`src/design/nfrt_ram.sv`:
```
module nfrt_ram #(
  parameter int Width = 8,
  parameter int Depth = 16
) (
  input  logic                     clk_i,
  input  logic                     we_i,
  input  logic [$clog2(Depth)-1:0] waddr_i,
  input  logic [Width-1:0]         wdata_i,
  input  logic [$clog2(Depth)-1:0] raddr_i,
  output logic [Width-1:0]         rdata_o
);

  logic [Width-1:0] mem_q [Depth];

  always_ff @(posedge clk_i) begin
    if (we_i) begin
      mem_q[waddr_i] <= wdata_i;
    end
    rdata_o <= mem_q[raddr_i];
  end

endmodule

```
`config.mk`:
```
export PLATFORM = sky130hd
export DESIGN_NAME = nfrt_ram
export DESIGN_NICKNAME = d
export VERILOG_FILES = /design/src/design/nfrt_ram.sv
export SDC_FILE = /design/constraint.sdc
export NUM_CORES = 1
export LEC_CHECK = 0
export BUFFER_PORTS_ARGS = -buffer_cell sky130_fd_sc_hd__clkbuf_2
export CORE_MARGIN = 2
export CORE_UTILIZATION = 60
export CTS_CLUSTER_SIZE = 40
export DETAILED_ROUTE_END_ITERATION = 10
export HOLD_SLACK_MARGIN = 0.12
export PLACE_DENSITY = 0.88
export SLEW_MARGIN = 20
export SYNTH_ARGS = -nofsm -noshare
export SYNTH_HDL_FRONTEND = slang
export SYNTH_SLANG_ARGS = --single-unit
```
`constraint.sdc`:
```
create_clock -name clk_i -period 2.6 [get_ports clk_i]
set_input_delay 0.26 -clock clk_i [delete_from_list [all_inputs] [get_ports clk_i]]
set_output_delay 0.26 -clock clk_i [all_outputs]
set_load 0.01 [all_outputs]
```
# Word-level counts from Yosys, hierarchy flattened
# Memory sizes are Yosys's and may differ from the RTL's. A register that Yosys moved wholly into a read port is not among the register bits.
# Index checks and enable logic that the tools add are counted.
totals:
  ramBits: 128
  regBits: 0
  memories: 1
  latch_bits: 0
  inputBits: 18
  rom_bits: 0
op_classes:
  mul: 0
  order_cmp: 0
  n_reduce_logical: 0
  addsub: 0
  mux: 2
  n_bitwise: 0
  n_eq_ne: 0
  n_div: 0
  n_shift: 0
mem_list:
  columns: ["memory", "words", "width", "read_ports", "rd_clocked_by_memory_dff", "wr", "line_no", "rtl"]
  rows:
  - ["mem_q", 16, 8, 1, 1, 1, "13", "logic [Width-1:0] mem_q [Depth];"]
ops:
  columns: ["op", "count"]
  rows:
  - ["2-to-1 mux 1 bit", 2]

# Logic depth before layout (Yosys ltp)
logic_depth:
  depth_word: 2
  mapped_depth: 5

# Least setup slack after synthesis
# No wires, ideal clock.
synth_path:
  kind: "input to register"
  from: "in waddr_i[2]"
  to: "mem mem_q[0][0] (enable)"
  path_slack_ns: 0.847
  stages: 2
  arrival_ns: 1.370
  required_time_ns: 2.217
  cell_sequence: "or3b_2 -> nor3_1"
synth_rtl:
  columns: ["item", "line_no", "rtl"]
  rows:
  - ["start: declaration", "7", "input logic [$clog2(Depth)-1:0] waddr_i,"]
  - ["end: declaration", "13", null]
# Straight into the memory's write port.

==> results.md <==
* Setup crit end kind: flop
* CTS resizes at 0
* Vias at 2,543
* Post-Route WL at 10.4 mm
* Die W at 96.6 µm
* Area leader, netlist: edfxtp_1
* CP cell instances: clkbuf_2 > buf_12 > mux4_2 > a22oi_1 > nand2_1
* Crit Path Max Fanout at 22
* Final min period at 1.42 ns
* Final worst setup slack at 1.18 ns
* Power Dens Cells at 861 mW/mm²
* # H-tree levels at 4
* Fmax at 0.702 GHz
* Root buf cell: clkbuf_8
* Clock Latency Late Sink at 0.52 ns
* Global-route wire length before repair at 16.1 mm
* Hold WC Path Type: in -> reg
* Worst vdd ir at 553 µV
* Total CTS buffers at 17
* I/O pin cnt at 26
* Fin. Hold Viols at 0
* Nets@finish at 293
* Largest net degree at the start of global routing at 23
* Antenna violations before repair at 0
* Row Count at 33
* Avg Inst Size Synth at 22.5 µm²
* Type of the worst setup path: in -> reg
* Post-DRT Antenna Nets at 0
* Core Region at 0.00826 mm²
* Syn nets at 247
* Layout Cells excl Fill at 393
* Pins Over Slew Limit at 0
* Warnings from Yosys at 0
* Slowest-stage cell, CP: mux4_2
* Routed length per instance at 26.4 µm
* Pre-CTS setup slack at 0.637 ns
* Static Leak at 2.06 nW
* Post-Synthesis Cells at 229
* Register area at 0.00400 mm²
* Die area at 0.00934 mm²
* Clock Pin Slew Worst Setup and Hold Paths at 0.06 ns
* P&R area growth vs syn at 17.4%
* Initial Util at 62.3%
* Tcrit/Tclk final at 54.8%
* Hold slack at 0.172 ns
* Routability cong. at 0.775
* DRC at 0
* Port Buffer Count at 25
* Placed Area at 0.00542 mm²
* Setup Viol. Count Final at 0
* Post-CTS Setup Bufs at 0
* Max Cap Violations at 0
* Final Instance Area at 0.00604 mm²
* Largest cells by area after synthesis: edfxtp_1 (75%), mux4_2 (7.9%), mux4_1 (7.1%)
* Share of layout cells above drive strength 1 at 29.9%
* Hold-fix buffers at CTS at 0
* Area fraction of the dominant cell type after synthesis at 74.7%
* Fillers at 459
* Register area share after synthesis at 77.8%
* Setup Skew at 0.00596 ns
* Diode count at 0
* Synth Register Bits at 136
* Overflow after GRT at 0
* Initial drt markers at 330
* Crit start category: input pin
* Area of the multi-input gates at 0.00106 mm²
* Run status: finished clean
* First-pass DRT Iterations at 5
* CTS tree: yes
* Die Height at 96.6 µm
* Max stage delay on crit path at 0.55 ns
* RSZ-0062 raised after global routing: false
* Aggregate global-route resource usage at 24.4%
* Critical Path RT at 3.01 ns
* Fin Setup TNS at 0 ns
* Hpwl dp at 6.07 mm
* Cell variety after synth at 19
* Vias in the first global route at 2,594
* Cell area after synthesis at 0.00515 mm²
* Placed cells at 361
* Max clock buf depth at 2
* Worst Tran Pin Value at 0.934 ns
* Worst slew margin at 37.5%
* Drt via density at 6.47
* Data arrival, critical path at 1.83 ns
* Clock sinks at 136
final cells by class:
type | instances | area share, %
timing repair buffer | 37 | 3.77
clock buffer | 18 | 6.92
clock inverter | 14 | 3.40
multi-input combinational | 83 | 17.5
sequential | 136 | 66.3
tap | 105 | 2.17
kinds of logic after synthesis:
kind of cell	after synthesis	share of synthesized area [%]
buf+inv	10	1.68
compound gates	16	2.33
simple gates	35	3.18
flops	136	77.8
mux	32	15.0
worst max-delay path: cells and delay by family:
kind / cells / cell delay [ns]
AO/OA/AOI/OAI: 1 / 0.26
buffers and inverters: 2 / 0.64
multiplexers: 1 / 0.55
AND/OR/NAND/NOR: 1 / 0.11
placed cells by master, fill, tap and decap left out, drive strengths merged:
cell,count
a22oi,16
and2,1
and2b,1
buf,12
bufinv,5
clkbuf,43
clkinv,6
clkinvlp,3
dfxtp,8
edfxtp,128
mux4,32
nand2,9
nand2b,2
nand3,1
nand3b,2
nor2,13
nor2b,1
nor3,4
or3b,1
report_power, final:
group	leakage (nW)	internal [W]	switching, W
combinational	0.542	0.0000934	0.000134
sequential	1.22	0.00245	0.0000173
clock	0.298	0.00164	0.000862
total	2.06	0.00419	0.00101
through the flow:
stage	util (%)	total power (W)
2_1_floorplan	-	0.00264
3_3_place_gp	65.6	0.00272
3_5_place_dp	65.6	0.00273
4_1_cts	73.2	0.00522
5_1_grt	73.2	0.00536
6_report	73.2	0.00520
Yosys cell counts (all sizes together):
cell type	n
buf	7
clkdlybuf4s25	3
and2b	1
or3b	1
nand3b	2
nor2	13
nand2b	2
edfxtp	128
a22oi	16
nand3	1
mux4	32
dfxtp	8
and2	1
nand2	9
nor2b	1
nor3	4
sequential cells by signal, summed over array words and instances (netlist names):
| signal | count |
|---|---|
| mem_q | 128 |
| rdata_o | 8 |
routing by layer:
layer / vias up / part of all wire (%) / GRT usage [%] / wire length [µm]
met5: - / 0 / 0 / 0
met4: 0 / 3.5 / 11.5 / 359
met3: 27 / 8.5 / 6.36 / 881
met2: 151 / 49 / 37.4 / 5130
met1: 1296 / 39 / 33.5 / 4010
li1: 1069 / - / - / -
worst paths after layout:
| kind | from | endpoint | slack (ns) | cells after the start |
|---|---|---|---|---|
| setup / recovery | raddr_i[0] | rdata_o[7] | 1.18 | 5 |
| hold / removal | wdata_i[0] | mem_q[8][0] | 0.17 | 1 |
| setup reg to reg | mem_q[3][7] | rdata_o[7] | 1.20 | 3 |
| hold reg to reg | mem_q[14][2] | rdata_o[2] | 0.68 | 3 |
Note: power is estimated with default switching activity, not from simulation.
